<file path="src/rtl/lfu_pkg.sv">
// Shared types and constants for the LFU page replacement block.
// No dependencies; imported by every module under rtl.
package lfu_pkg;

    // Number of frames in the resident table.
    localparam int FRAME_SLOTS = 8;
    // Bits to index one frame, and bits to count frames from 0 to FRAME_SLOTS.
    localparam int FRAME_W = (FRAME_SLOTS > 1) ? $clog2(FRAME_SLOTS) : 1;
    localparam int FILL_W  = $clog2(FRAME_SLOTS + 1);

    // Item field widths.
    localparam int PAGE_W      = 16;
    localparam int COUNT_W     = 16;
    localparam int FAULT_W     = 32;
    localparam int CFG_W       = 4;
    localparam int FRAME_OUT_W = 3;
    localparam int IN_TDATA_W  = 16;
    localparam int OUT_TDATA_W = 56;

    // Reset value of the frame limit register.
    localparam logic [CFG_W-1:0] CFG_RESET = CFG_W'(3);

    // Saturation limits.
    localparam logic [COUNT_W-1:0] COUNT_MAX = '1;
    localparam logic [FAULT_W-1:0] FAULT_MAX = '1;

    // Controller states.
    typedef enum logic [1:0] {
        ST_IDLE,
        ST_SCAN,
        ST_COMMIT
    } state_t;

    // Commands from the controller to the datapath.
    typedef struct packed {
        logic start;
        logic scan_step;
        logic commit;
    } lfu_cmd_t;

    // Status from the datapath to the controller.
    typedef struct packed {
        logic scan_done;
        logic out_free;
    } lfu_status_t;

endpackage

</file>
<file path="src/rtl/lfu_ctrl.sv">
// Controller state machine of the LFU page replacement block.
// Depends on lfu_pkg; drives lfu_dpath through lfu_cmd_t commands.
module lfu_ctrl
    import lfu_pkg::*;
(
    input  logic        clk,
    input  logic        rst_n,
    input  logic        in_valid,
    output logic        in_ready,
    input  lfu_status_t status,
    output lfu_cmd_t    cmd
);

    state_t state_reg;
    state_t state_next;

    // State register.
    always_ff @(posedge clk or negedge rst_n)
    begin
        if (!rst_n)
        begin
            state_reg <= ST_IDLE;
        end
        else
        begin
            state_reg <= state_next;
        end
    end

    // Next state and command decode.
    always_comb
    begin
        state_next = state_reg;
        cmd        = '0;
        in_ready   = 1'b0;
        unique case (state_reg)
            ST_IDLE:
            begin
                in_ready = 1'b1;
                if (in_valid)
                begin
                    cmd.start  = 1'b1;
                    state_next = ST_SCAN;
                end
            end
            ST_SCAN:
            begin
                // The walk examines one frame per cycle until a match or the fill count.
                cmd.scan_step = 1'b1;
                if (status.scan_done)
                begin
                    state_next = ST_COMMIT;
                end
            end
            ST_COMMIT:
            begin
                // Update the table once the output register can take the result.
                if (status.out_free)
                begin
                    cmd.commit = 1'b1;
                    state_next = ST_IDLE;
                end
            end
            default:
            begin
                state_next = ST_IDLE;
            end
        endcase
    end

endmodule

</file>
<file path="src/rtl/lfu_dpath.sv">
// Datapath of the LFU page replacement block: frame table, counters and result register.
// Depends on lfu_pkg; sequenced by lfu_ctrl.
module lfu_dpath
    import lfu_pkg::*;
(
    input  logic                   clk,
    input  logic                   rst_n,
    input  lfu_cmd_t               cmd,
    output lfu_status_t            status,
    input  logic [PAGE_W-1:0]      page_number,
    input  logic                   final_access,
    input  logic                   cfg_valid,
    input  logic [CFG_W-1:0]       cfg_data,
    output logic                   out_valid,
    input  logic                   out_ready,
    output logic                   was_hit,
    output logic [FRAME_OUT_W-1:0] frame_used,
    output logic                   did_evict,
    output logic [PAGE_W-1:0]      evicted_page,
    output logic [FAULT_W-1:0]     fault_total
);

    // Frame table.
    logic [PAGE_W-1:0]  page_mem_reg [FRAME_SLOTS];
    logic [COUNT_W-1:0] cnt_mem_reg  [FRAME_SLOTS];

    // Control state.
    logic [CFG_W-1:0]   cfg_reg;
    logic [FILL_W-1:0]  filled_reg;
    logic [FAULT_W-1:0] fault_reg;
    logic [FILL_W-1:0]  idx_reg;
    logic               hit_reg;
    logic               out_valid_reg;

    // Per-item payload.
    logic [PAGE_W-1:0]  page_in_reg;
    logic               last_reg;
    logic [FRAME_W-1:0] hit_idx_reg;
    logic [COUNT_W-1:0] hit_cnt_reg;
    logic [FRAME_W-1:0] best_idx_reg;
    logic [COUNT_W-1:0] best_cnt_reg;
    logic [PAGE_W-1:0]  best_page_reg;

    // Result register.
    logic                   was_hit_reg;
    logic [FRAME_OUT_W-1:0] frame_used_reg;
    logic                   did_evict_reg;
    logic [PAGE_W-1:0]      evicted_page_reg;
    logic [FAULT_W-1:0]     fault_total_reg;

    logic [FRAME_W-1:0] scan_idx;
    logic               in_range;
    logic               match;
    logic               better;
    logic [FILL_W-1:0]  limit;
    logic               room;
    logic [FRAME_W-1:0] frame_next;
    logic               evict_next;
    logic [PAGE_W-1:0]  victim_next;
    logic [FAULT_W-1:0] fault_total_next;
    logic [COUNT_W-1:0] cnt_next;
    logic [FILL_W-1:0]  filled_next;

    // One frame is examined per scan step.
    assign scan_idx = idx_reg[FRAME_W-1:0];
    assign in_range = (idx_reg < filled_reg);
    assign match    = in_range && (page_mem_reg[scan_idx] == page_in_reg);
    assign better   = (idx_reg == '0) || (cnt_mem_reg[scan_idx] < best_cnt_reg);

    assign status.scan_done = !in_range || match;
    assign status.out_free  = !out_valid_reg || out_ready;

    // Frame limit: zero acts as one, values above the table size clamp to it.
    always_comb
    begin
        if (cfg_reg == '0)
        begin
            limit = FILL_W'(1);
        end
        else if (32'(cfg_reg) > 32'(FRAME_SLOTS))
        begin
            limit = FILL_W'(FRAME_SLOTS);
        end
        else
        begin
            limit = FILL_W'(cfg_reg);
        end
    end

    // Outcome of the item once the walk is over.
    always_comb
    begin
        room             = (filled_reg < limit);
        evict_next       = !hit_reg && !room;
        victim_next      = evict_next ? best_page_reg : '0;
        fault_total_next = fault_reg;
        cnt_next         = COUNT_W'(1);
        filled_next      = filled_reg;
        if (hit_reg)
        begin
            frame_next = hit_idx_reg;
            cnt_next   = (hit_cnt_reg == COUNT_MAX) ? hit_cnt_reg : hit_cnt_reg + 1'b1;
        end
        else
        begin
            if (fault_reg != FAULT_MAX)
            begin
                fault_total_next = fault_reg + 1'b1;
            end
            if (room)
            begin
                frame_next  = filled_reg[FRAME_W-1:0];
                filled_next = filled_reg + 1'b1;
            end
            else
            begin
                frame_next = best_idx_reg;
            end
        end
    end

    // Control registers.
    always_ff @(posedge clk or negedge rst_n)
    begin
        if (!rst_n)
        begin
            cfg_reg       <= CFG_RESET;
            filled_reg    <= '0;
            fault_reg     <= '0;
            idx_reg       <= '0;
            hit_reg       <= 1'b0;
            out_valid_reg <= 1'b0;
        end
        else
        begin
            if (cfg_valid)
            begin
                cfg_reg <= cfg_data;
            end
            if (cmd.start)
            begin
                idx_reg <= '0;
                hit_reg <= 1'b0;
            end
            else if (cmd.scan_step && in_range)
            begin
                if (match)
                begin
                    hit_reg <= 1'b1;
                end
                else
                begin
                    idx_reg <= idx_reg + 1'b1;
                end
            end
            if (cmd.commit)
            begin
                filled_reg    <= last_reg ? '0 : filled_next;
                fault_reg     <= last_reg ? '0 : fault_total_next;
                out_valid_reg <= 1'b1;
            end
            else if (out_ready)
            begin
                out_valid_reg <= 1'b0;
            end
        end
    end

    // Payload registers and frame table.
    always_ff @(posedge clk)
    begin
        if (cmd.start)
        begin
            page_in_reg <= page_number;
            last_reg    <= final_access;
        end
        if (cmd.scan_step && in_range)
        begin
            if (match)
            begin
                hit_idx_reg <= scan_idx;
                hit_cnt_reg <= cnt_mem_reg[scan_idx];
            end
            else if (better)
            begin
                best_idx_reg  <= scan_idx;
                best_cnt_reg  <= cnt_mem_reg[scan_idx];
                best_page_reg <= page_mem_reg[scan_idx];
            end
        end
        if (cmd.commit)
        begin
            page_mem_reg[frame_next] <= page_in_reg;
            cnt_mem_reg[frame_next]  <= cnt_next;
            was_hit_reg              <= hit_reg;
            frame_used_reg           <= FRAME_OUT_W'(frame_next);
            did_evict_reg            <= evict_next;
            evicted_page_reg         <= victim_next;
            fault_total_reg          <= fault_total_next;
        end
    end

    assign out_valid    = out_valid_reg;
    assign was_hit      = was_hit_reg;
    assign frame_used   = frame_used_reg;
    assign did_evict    = did_evict_reg;
    assign evicted_page = evicted_page_reg;
    assign fault_total  = fault_total_reg;

endmodule

</file>
<file path="src/rtl/lfu_page_replacement.sv">
// LFU page replacement block, top level. An accepted item first walks the frame table, one
// walk step per frame examined plus one past the last filled frame on a miss, and then
// commits its outcome into the result register.
// The next item is accepted in the idle state entered after the commit, so a new item is
// taken only once the last is through; a waiting result holds back only the commit of the item after it.
// Reset (rst_n, asynchronous, active low) empties the table and clears the fault count.
module lfu_page_replacement
    import lfu_pkg::*;
(
    input  logic                   clk,
    input  logic                   rst_n,
    input  logic                   s_axis_tvalid,
    output logic                   s_axis_tready,
    input  logic [IN_TDATA_W-1:0]  s_axis_tdata,   // [15:0] page_number
    input  logic                   s_axis_tlast,   // final_access
    output logic                   m_axis_tvalid,
    input  logic                   m_axis_tready,
    output logic [OUT_TDATA_W-1:0] m_axis_tdata,   // [2:0] frame_used, [3] did_evict,
                                                   // [19:4] evicted_page, [51:20] fault_total
    output logic                   m_axis_tuser,   // was_hit
    input  logic                   cfg_valid,
    output logic                   cfg_ready,
    input  logic [CFG_W-1:0]       cfg_data        // frames_in_use
);

    lfu_cmd_t               cmd;
    lfu_status_t            status;
    logic                   was_hit;
    logic [FRAME_OUT_W-1:0] frame_used;
    logic                   did_evict;
    logic [PAGE_W-1:0]      evicted_page;
    logic [FAULT_W-1:0]     fault_total;

    // The configuration register is always writable.
    assign cfg_ready = 1'b1;

    // Controller.
    lfu_ctrl u_ctrl (
        .clk      (clk),
        .rst_n    (rst_n),
        .in_valid (s_axis_tvalid),
        .in_ready (s_axis_tready),
        .status   (status),
        .cmd      (cmd)
    );

    // Datapath.
    lfu_dpath u_dpath (
        .clk          (clk),
        .rst_n        (rst_n),
        .cmd          (cmd),
        .status       (status),
        .page_number  (s_axis_tdata[PAGE_W-1:0]),
        .final_access (s_axis_tlast),
        .cfg_valid    (cfg_valid),
        .cfg_data     (cfg_data),
        .out_valid    (m_axis_tvalid),
        .out_ready    (m_axis_tready),
        .was_hit      (was_hit),
        .frame_used   (frame_used),
        .did_evict    (did_evict),
        .evicted_page (evicted_page),
        .fault_total  (fault_total)
    );

    // Pack the result item.
    assign m_axis_tuser = was_hit;
    assign m_axis_tdata = {4'b0000, fault_total, evicted_page, did_evict, frame_used};

endmodule
</file>
<file path="config.mk">
export PLATFORM = sky130hd
export DESIGN_NAME = lfu_page_replacement
export DESIGN_NICKNAME = d
export VERILOG_FILES = /design/src/rtl/lfu_pkg.sv /design/src/rtl/lfu_ctrl.sv /design/src/rtl/lfu_dpath.sv /design/src/rtl/lfu_page_replacement.sv
export SDC_FILE = /design/constraint.sdc
export NUM_CORES = 1
export LEC_CHECK = 0
export ABC_AREA = 1
export BUFFER_PORTS_ARGS = -buffer_cell sky130_fd_sc_hd__buf_4
export CAP_MARGIN = 30
export CORE_ASPECT_RATIO = 0.75
export CORE_MARGIN = 5
export CORE_UTILIZATION = 35
export DETAILED_ROUTE_END_ITERATION = 10
export PLACE_DENSITY = 0.55
export SLEW_MARGIN = 20
export SYNTH_ARGS = -nofsm -noshare
export SYNTH_HDL_FRONTEND = slang
export SYNTH_SLANG_ARGS = --single-unit
</file>
<file path="constraint.sdc">
create_clock -name clk -period 4.39 [get_ports clk]
set_input_delay 0.439 -clock clk [delete_from_list [all_inputs] [get_ports clk]]
set_output_delay 0.439 -clock clk [all_outputs]
set_load 0.05 [all_outputs]
</file>
==> results of run 1 <==
layer usage:
| layer | part of all wire | up-vias | global-route usage | routed length (um) |
|---|---|---|---|---|
| met4 | 0.017 | 0 | 0.03322 | 744 |
| met5 | 0 | - | 0 | 0 |
| met2 | 0.43 | 369 | 0.2244 | 18790 |
| met3 | 0.065 | 63 | 0.02758 | 2841 |
| met1 | 0.49 | 6053 | 0.2219 | 21390 |
| li1 | - | 5988 | - | - |
path summary, 6_finish.rpt:
check,cells past startpoint,startpoint,endpoint,slack (ps)
worst max-delay path,13,u_dpath.idx_reg[0],u_dpath.best_page_reg[1],860
worst max register to register,13,u_dpath.idx_reg[0],u_dpath.best_page_reg[1],860
worst min-delay path,1,s_axis_tdata[5],u_dpath.page_in_reg[5],40
min in group asynchronous,2,rst_n,u_dpath.fault_reg[12],470
max in group asynchronous,2,rst_n,u_dpath.idx_reg[0],3400
worst min register to register,2,u_dpath.cfg_reg[1],u_dpath.cfg_reg[1],510
report_power, final:
group / leakage, uW / internal, uW / switching (uW)
sequential: 0.00412 / 5330 / 351
combinational: 0.00366 / 1170 / 2800
clock: 0.000668 / 2010 / 1560
cell usage in the layout, fill, tap and decap left out, types with 2 or more instances in the layout:
cell       Yosys  final
inv_2          5      5
o31ai_1        2      2
or2_2          4      4
a211oi_1       4      4
nand2_1      264    264
clkbuf_16      0     42
clkinv_2       0      9
clkbuf_1      30      9
ha_1          26     26
o21ai_1       27     27
inv_1        174    174
xnor2_1        3      3
nor2_2         4      3
clkbuf_8       0      3
nor3_2         2      2
nand4_1       16     16
nor2_4         1     10
buf_4         11    104
nor4_1         5      5
nor3_1        30     30
a21oi_1       15     14
nand3_1      100    100
xor2_1        26     26
o21ai_0      129    129
clkinv_8       0      2
nand3b_1      12     12
a31oi_1       20     20
edfxtp_1     380    380
nand2_2        2      2
dfrtp_1       46     44
o22ai_1       34     34
clkinv_1       1      8
nor2_1       275    267
bufinv_16      0      3
conb_1         2      5
buf_2          9      2
buf_12         0      6
dfstp_2        2      2
critical path, delay by kind of cell (launching register included):
kind                     cells  cell delay (ps)
AO/OA/AOI/OAI                7             1360
adder cells (fa/ha/maj)      1              300
buffers and inverters        2              830
flip-flops                   1              440
AND/OR/NAND/NOR              3              200
metrics by stage:
step                      setup WS, ps  total power, uW  utilization  hold WS (ps)
after floorplan                  390.4             8474            -         143.4
after global placement           934.0             9693       0.3809         492.8
after detailed placement         864.7             9750       0.3811         491.9
after CTS                        856.9            13340       0.4070         16.45
after global routing             484.6            14030       0.4075         17.25
final                            856.6            13220       0.4075         40.61
cell families after synthesis:
| group | synth area share |
|---|---|
| AND/OR/NAND/NOR | 0.1633 |
| flip-flops | 0.6776 |
| multiplexers | 0.0006048 |
| buffers and inverters | 0.05773 |
| AO/OA/AOI/OAI | 0.06841 |
| other | 0.0004034 |
| adder cells (fa/ha/maj) | 0.01747 |
| XOR/XNOR | 0.01452 |
area by class of cell:
type / count / area (um2) / share of cell area
Clock buffer: 54 / 1126 / 0.05234
Clock inverter: 23 / 232.7 / 0.01082
Inverter: 181 / 681.9 / 0.03170
Multi-Input combinational cell: 1017 / 5016 / 0.2331
Sequential cell: 428 / 12620 / 0.5866
Tap cell: 712 / 890.9 / 0.04141
Timing Repair Buffer: 115 / 947.2 / 0.04402
==> impl_results.md, run 1 <==
* Fraction of registers with async set or reset after synthesis at 0.1121
* Vias per std cell at 4.930
* Unrepaired setup endpoints after global routing: no
* Core region area at 52790 um2
* Setup Crit Path Kind: reg2reg
* Slowest stage delay, CP at 480 ps
* Status: finished clean
* FP Rows at 73
* Worst Tran Pin Value at just under 900 ps
* Count of final max-slew check failures at 0
* Type of origin of the critical path: register
* Total Routed Length at 43.77 mm
* CTS max path bufs at 3
* CP Cell Sequence: buf_12 > o21ai_0 > o22ai_1 > nor2_1 > a31oi_1 > ha_1 > a21oi_1 > nor2_1 > a211oi_1 > o221a_2 > nand2_1 > a21oi_4 > buf_4
* Setup violators final at 0
* Post-CTS setup buffer count at 0
* Post-cts sizing count at 0
* Unique masters post-synth at 48
* CP Data Arrival Time at about 3800 ps
* Fillers at 5045
* Root Buffer: clkbuf_16
* Placer Congestion at 0.9328
* Maxcap violations at 0
* Final setup skew at about 28 ps
* Fmax at 0.2830 GHz
* Post-synthesis instance total at 1693
* Cell accounting for the most synthesized area: edfxtp_1
* CTS sink cnt at 428
* ANT nets after route at 0
* CTS tree: built
* # port buffers at 80
* Vias in the first global route at 12190
* Critical Path Sink Type: register
* Total track usage at 0.1478
* Most used DFF post-synth: edfxtp_1
* Syn avg cell area at 11.00 um2
* Share of layout cells above drive strength 1 at 0.1172
* Die Ht at 209.7 um
* Drt first pass iters at 5
* Die area at approximately 58000 um2
* Pwr Density at 614.4 nW/um2
* Top cells by area, synth: edfxtp_1 61%, dfrtp_1 6.2%, nor2_1 5.5%, nand2_1 5.3%, inv_1 3.5%
* N_diodes at 0
* Placed Instances at 2449
* Hold Crit Class: in2reg
* Slew HR at 0.4214
* Die Wd at 276.3 um
* Top cell type's share of synthesized area at 0.6129
* P&R area growth vs syn at 15.56%
* Starting density of the core at 0.3527
* DRC at 0
* Most frequent cells after synthesis: 380 x edfxtp_1, 275 x nor2_1, 264 x nand2_1, 174 x inv_1, 129 x o21ai_0
* EDFF count, synth at 380
* Peak VDD IR at 0.0003319 V
* Count leader, synth: edfxtp_1
* Post-layout min period at 3533 ps
* Leakage at 0.008439 uW
* CTS buffer count at 42
* Avg WL per Cell at ~17 um
* Req. time, crit path at 4610 ps
* Design area at between 20000 and 25000 um2
* Final Non-Filler Cells at ~2500
* First-pass GRT wire length at 69.22 mm
* Htree depth at 2
* Total number of yosys warnings at 0
* Final hold vios at 0
* Largest net degree at the start of global routing at 136
* Hpwl dp at 27.32 mm
* Final Cycle Share at 0.8049
* Setup TNS at 0 ps
* Layout Nets at ~1800
* IO Pins at 86
* Vias at 12470
* Clk_lat worst skew at 570 ps
* CP Max Fanout at 135
* Sequential share of the synthesized area at 0.6776
* Clk slew on worst S/H paths at 60 ps
* Post-DP Area at 20120 um2
* Most common cell on crit path: nor2_1
* Cell Area, Synth at 18620 um2
* Post-CTS Hold Fix Bufs at 1
* Initial antenna violation count at 0
* Initial DRC count at 1088
* CP max stage cell: buf_12
* Synthesized flop and latch total at 428
* Grt total ovfl at 0
Note: power is estimated with default switching activity, not from simulation.
==> inputs of run 2 (changes only) <==
Clock period 4.39 ns to 3.1 ns, I/O delays scaled along.
==> run 2 against run 1 <==
Against the previous run: the flow now finishes with violations (negative setup slack); worst hold slack better by 46 ps; routed wire length is 7.4% higher; cell count is 4.1% higher; total power is 51% higher; via count is 4.0% higher; first-iteration DRC count is 8.8% higher; maximum frequency is 13% higher; sequential power is 42% higher; critical path depth is 2 higher; clock power is 38% higher; cell area is 6.3% higher; largest cell class unchanged; largest power group unchanged; highest routed layer unchanged.
==> impl_results.md, run 2 (same netlist as run 1, synthesis figures left out) <==
* Req. time, crit path at around 3400 ps
* Hold slack final at approximately 86 ps
* Setup Crit Path Kind: reg2reg
* Setup ws final at -32.65 ps
* Type of origin of the critical path: register
* Grt total ovfl at 0
* Leakage at 0.009040 uW
* Reg2Reg Setup Slack at -30 ps
* Vias per std cell at 4.926
* Reg2Reg Launch Point: u_dpath.idx_reg[0]
* Slew HR at 0.3618
* CP Max Fanout at 8
* Peak VDD IR at 0.0004424 V
* CTS buffer count at 42
* Htree depth at 2
* Layout Nets at 1941
* Count of final max-slew check failures at 0
* Setup TNS at -363.6 ps
* Post-layout min period at 3133 ps
* IO Pins at 86
* Vias at 12970
* CP Data Arrival Time at 3410 ps
* Final setup skew at around 11 ps
* Share of layout cells above drive strength 1 at 0.1728
* Core region area at 52790 um2
* Vias in the first global route at 12580
* ANT nets after route at 0
* # port buffers at 80
* Clk slew on worst S/H paths at 70 ps
* CTS sink cnt at 428
* Die area at slightly below 60000 um2
* Commonest non-fill, non-tap cell in the layout: edfxtp_1
* Die Ht at 209.7 um
* Unrepaired setup endpoints after global routing: yes
* Worst setup startpoint: u_dpath.idx_reg[0]
* DRC at 0
* Commonest non-fill, non-tap cells in the layout: 380 x edfxtp_1, 257 x nand2_1, 256 x nor2_1
* Drt first pass iters at 6
* Total track usage at 0.1517
* Fmax at 0.3192 GHz
* Die Wd at 276.3 um
* Worst Tran Pin Value at around 950 ps
* Clk_lat worst skew at 560 ps
* Root Buffer: clkbuf_16
* Initial DRC count at 1184
* CTS tree: built
* Setup violators final at 20
* Hold Crit Class: in2reg
* Reg2Reg Depth at 15
* Status: complete, but fails checks
* Final Cycle Share at 1.011
* First-pass GRT wire length at 70.82 mm
* FP Rows at 73
* Reg-to-reg endpoint: u_dpath.best_page_reg[4]
* P&R area growth vs syn at 22.84%
* Initial antenna violation count at 1
* N_diodes at 0
* Placer Congestion at 0.8658
* Largest net degree at the start of global routing at 49
* Critical Path Sink Type: register
* Pwr Density at between 800 and 900 nW/um2
* Starting density of the core at 0.3527
* Avg WL per Cell at ~18 um
* Maxcap violations at 0
* CTS max path bufs at 3
* Violated checks: negative setup slack
* Hpwl dp at 28.48 mm
* Final hold vios at 0
* Total Routed Length at approximately 47 mm
* Worst Setup EP: u_dpath.best_page_reg[4]
-- run 2: critical path, stage by stage (launching register included) --
cell and delay [ps]:
dfrtp_4 510, buf_12 170, buf_16 150, o21ai_1 180, o22ai_2 100, nor2_2 110
a31oi_2 60, ha_1 340, a21oi_2 160, nor2_2 50, a211oi_2 220, o221a_2 250
nand2_2 70, a21oi_4 140, buf_8 170, clkbuf_16 180
-- run 2: metrics by stage --
stage	utilization	total power (uW)	std cells	setup slack (ps)	instance area (um2)
final	0.4332	19910	2633	-32.65	22870
after detailed placement	0.3905	14290	2500	3.480	20610
after CTS	0.4196	19260	2599	25.94	22150
after global routing	0.4332	21090	2633	-92.30	22870
after global placement	0.3905	14220	2500	30.16	20610
after floorplan	-	12060	1696	-324.5	18710
-- run 2: cell type report --
cell class | count | area, um2
Multi-Input combinational cell | 1017 | 5215
Inverter | 181 | 694.4
Timing Repair inverter | 1 | 16.27
Clock inverter | 30 | 210.2
Tap cell | 712 | 890.9
Fill cell | 5013 | 29920
Timing Repair Buffer | 218 | 2136
Sequential cell | 428 | 12620
Clock buffer | 46 | 1087
-- run 2: per-layer routing --
layer	global-route usage	vias up	routed length [um]	share of wire
met2	0.2320	360	20450	0.43
met5	0	-	0	0
li1	-	6196	-	-
met3	0.02580	76	2800	0.060
met4	0.03133	0	928	0.020
met1	0.2291	6337	22850	0.49
-- run 2: how the worst min path moves through the flow --
stage,start,to,cells past startpoint
2_1_floorplan,rst_n,u_ctrl.state_reg[0],0
3_3_place_gp,rst_n,u_dpath.cfg_reg[3],1
3_5_place_dp,rst_n,u_dpath.cfg_reg[3],1
4_1_cts,m_axis_tready,u_dpath.out_valid,4
5_1_grt,m_axis_tready,u_dpath.out_valid,4
6_report,m_axis_tready,u_dpath.out_valid,4
-- run 2: timing repair --
action | 4_1_cts | 5_1_grt
hold buffers | 23 | 0
endpoints found under the hold margin | 67 | 0
cloned | 0 | 9
setup endpoints to repair | 35 | 103
buffers inserted | 0 | 26
pin swaps | 0 | 9
gates resized for setup | 3 | 91
-- run 2: report_power, final --
part           switching [uW]  leakage [uW]  total [uW]  internal, uW
sequential                516       0.00412        8070          7550
combinational            4380       0.00428        6940          2560
clock                    2200      0.000640        4910          2710
total                    7100       0.00904       19900         12800
==> inputs of run 3 (changes only) <==
Settings changed: ABC_AREA 1 to default.
==> run 3 against run 2 <==
Against the previous run: the flow still finishes with violations (negative setup slack); combinational power is 26% higher; sequential power is 1% higher; highest routed layer unchanged; count of clock-buffer cells in the layout is 8 higher; worst hold slack worse by 32 ps; worst setup slack worse by 300 ps; largest cell class unchanged; cell area hardly changed; via count is 19% lower.
==> impl_results.md, run 3 <==
* CTS sink cnt at approximately 430
* Fraction of registers with async set or reset after synthesis at 0.1121
* P&R area growth vs syn at 26.46%
* Drt first pass iters at 5
* Sequential share of the synthesized area at 0.6973
* Slew HR at 0.5466
* FP Rows at 72
* Leakage at 0.008371 uW
* ANT nets after route at 0
* Root Buffer: clkbuf_16
* Cell Area, Synth at 18090 um2
* Commonest non-fill, non-tap cells in the layout: 380 x edfxtp_1, 186 x buf_4, 89 x nand2_1
* Total Routed Length at 42.80 mm
* Vias at ~11000
* # port buffers at 80
* Top cells by area, synth: edfxtp_1 63%, dfrtp_1 6.4%, mux4_2 6.0%, mux2i_1 2.6%, nand2_1 2.1%
* Final hold vios at 0
* DRC at 0
* Placer Congestion at approximately 0.83
* Slowest stage delay, CP at roughly 510 ps
* Fmax at 0.2912 GHz
* Unique masters post-synth at 73
* Grt total ovfl at 0
* Avg WL per Cell at 20.35 um
* Initial antenna violation count at 1
* Final Cycle Share at 1.108
* Count leader, synth: edfxtp_1
* Share of layout cells above drive strength 1 at 0.3020
* CP max stage cell: mux4_2
* Hold Crit Class: in2reg
* Hpwl dp at 25.96 mm
* Initial DRC count at 815
* First-pass GRT wire length at 64.73 mm
* Final setup skew at 25.78 ps
* Commonest non-fill, non-tap cell in the layout: edfxtp_1
* N_diodes at 0
* Critical Path Sink Type: register
* Pwr Density at roughly 960 nW/um2
* Most used DFF post-synth: edfxtp_1
* Type of origin of the critical path: register
* CP Cell Sequence: buf_12 > mux4_2 > nand2_2 > nand2_4 > ha_4 > and3_4 > a221o_1 > a21oi_2 > o21ai_2 > a211o_1 > a21oi_4 > buf_8 > buf_16
* Buffers plus inverters on the worst setup path at 3
* Core region area at 51350 um2
* Post-layout min period at 3434 ps
* Layout Nets at 1453
* CP Data Arrival Time at roughly 3700 ps
* Top cell type's share of synthesized area at 0.6308
* Peak VDD IR at 0.0004936 V
* Setup violators final at 57
* Setup TNS at -14680 ps
* Crit-path leading delay family: compound AO/OA/AOI/OAI gates
* Total track usage at 0.1493
* Maxcap violations at 0
* Fillers at ~4500
* WL met3 at roughly 2.5 mm
* Largest net degree at the start of global routing at 65
* Htree depth at 2
* Post-synthesis instance total at 1150
* Setup Crit Path Kind: reg2reg
* Vias in the first global route at 10540
* CTS max path bufs at 3
* Starting density of the core at 0.3523
* Setup ws final at -334.2 ps
* Synthesized flop and latch total at about 430
* Unrepaired setup endpoints after global routing: yes
* Violated checks: negative setup slack
* Highest Signal Layer: met4
* Clk slew on worst S/H paths at 70 ps
* Status: complete, but fails checks
* Die Wd at around 270 um
* Count of final max-slew check failures at 0
* EDFF count, synth at 380
* Total number of yosys warnings at 0
* Cell accounting for the most synthesized area: edfxtp_1
* Most frequent cells after synthesis: 380 x edfxtp_1, 100 x nand2_1, 69 x nor2_1, 48 x mux4_2, 47 x mux2i_1
* Syn avg cell area at 15.73 um2
* Req. time, crit path at 3380 ps
* WL met2 at around 19 mm
* CTS tree: built
* IO Pins at 86
* Worst Tran Pin Value at 676.9 ps
* Die area at 56380 um2
* Die Ht at 206.9 um
* CTS buffer count at 44
* CP Max Fanout at 7
* Vias per std cell at around 5.0
* Clk_lat worst skew at around 570 ps
* DRT met1 WL at just over 20 mm
* Fin util at 0.4455
-- run 3: changes by cell type in the layout (fill, tap and decap cells not counted), sizes merged, moves of 14 or more --
cell	previous run	this run
and2	1	23
inv	182	39
mux4	0	51
mux2i	0	48
nor3	33	15
xnor2	3	25
mux2	1	17
nand3	101	27
nand2	267	100
and3	0	14
o22ai	34	10
nor2	280	72
o21ai	156	44
buf	188	228
-- run 3: cells by family after synthesis --
family / share of synthesized area
xor gates and xnor gates: 0.02421
adders and majority gates: 0.01798
DFF: 0.6973
buffers and inverters: 0.02448
other: 0.0004151
AOI/OAI and AO/OA: 0.04067
and+or+nand+nor: 0.09296
muxes: 0.1020
-- run 3: layout make-up --
| class | instances | area, um2 | share of cell area |
|---|---|---|---|
| Sequential cell | 428 | 12620 | 0.5518 |
| Multi-Input combinational cell | 631 | 5450 | 0.2383 |
| Timing Repair Buffer | 256 | 2405 | 0.1051 |
| Clock buffer | 54 | 1139 | 0.04977 |
| Tap cell | 666 | 833.3 | 0.03643 |
| Clock inverter | 28 | 272.8 | 0.01192 |
| Inverter | 40 | 152.6 | 0.006673 |
-- run 3: per-layer routing --
metal,vias to the layer above,global-route usage
met1,5358,0.2272
met4,0,0.02697
met2,260,0.2279
li1,4890,-
met5,-,0
met3,51,0.02773
-- run 3: worst reg2reg max path: stages (launching register included) --
cell and delay, ps:
dfrtp_4 440, buf_12 150, mux4_2 520, nand2_2 100
nand2_4 80, ha_4 220, and3_4 180, a221o_1 350
a21oi_2 170, o21ai_2 90, a211o_1 330, a21oi_4 210
buf_8 170, buf_16 160
-- run 3: power breakdown --
part / switching, uW / leakage (uW) / internal, uW
combinational: 4750 / 0.00363 / 3980
sequential: 482 / 0.00407 / 7670
clock: 2220 / 0.000669 / 2960
-- run 3: stage by stage --
step                instances  setup slack [ps]  hold slack, ps  total power, uW  cell area [um2]
floorplan                1153            -732.3           14.41            12780            18330
global placement         1953            -349.0           397.2            15430            20430
detailed placement       1954            -416.7           393.3            15500            20440
CTS                      2088            -300.6           20.54            21770            22620
global route             2103            -431.6           31.57            23200            22880
finish                   2103            -334.2           54.61            22070            22880
-- run 3: final timing paths --
check                                           endpoint  slack (ps)  cells after the start           startpoint
worst min register to register         u_dpath.out_valid         510                      1  u_ctrl.state_reg[0]
min in group asynchronous            u_ctrl.state_reg[0]         340                      2                rst_n
worst max register to register  u_dpath.best_cnt_reg[10]        -330                     13   u_dpath.idx_reg[0]
worst max-delay path            u_dpath.best_cnt_reg[10]        -330                     13   u_dpath.idx_reg[0]
worst min-delay path                  u_dpath.cfg_reg[2]          50                      2            cfg_valid
max in group asynchronous             u_dpath.idx_reg[1]        2260                      2                rst_n
-- run 3: timing repair --
action / 4_1_cts / 5_1_grt
pin swaps: 12 / 18
endpoints found under the setup margin: 82 / 156
hold endpoints to repair: 67 / 0
hold buffers: 24 / 0
buffers inserted: 25 / 12
cloned: 4 / 3
gates resized for setup: 48 / 23
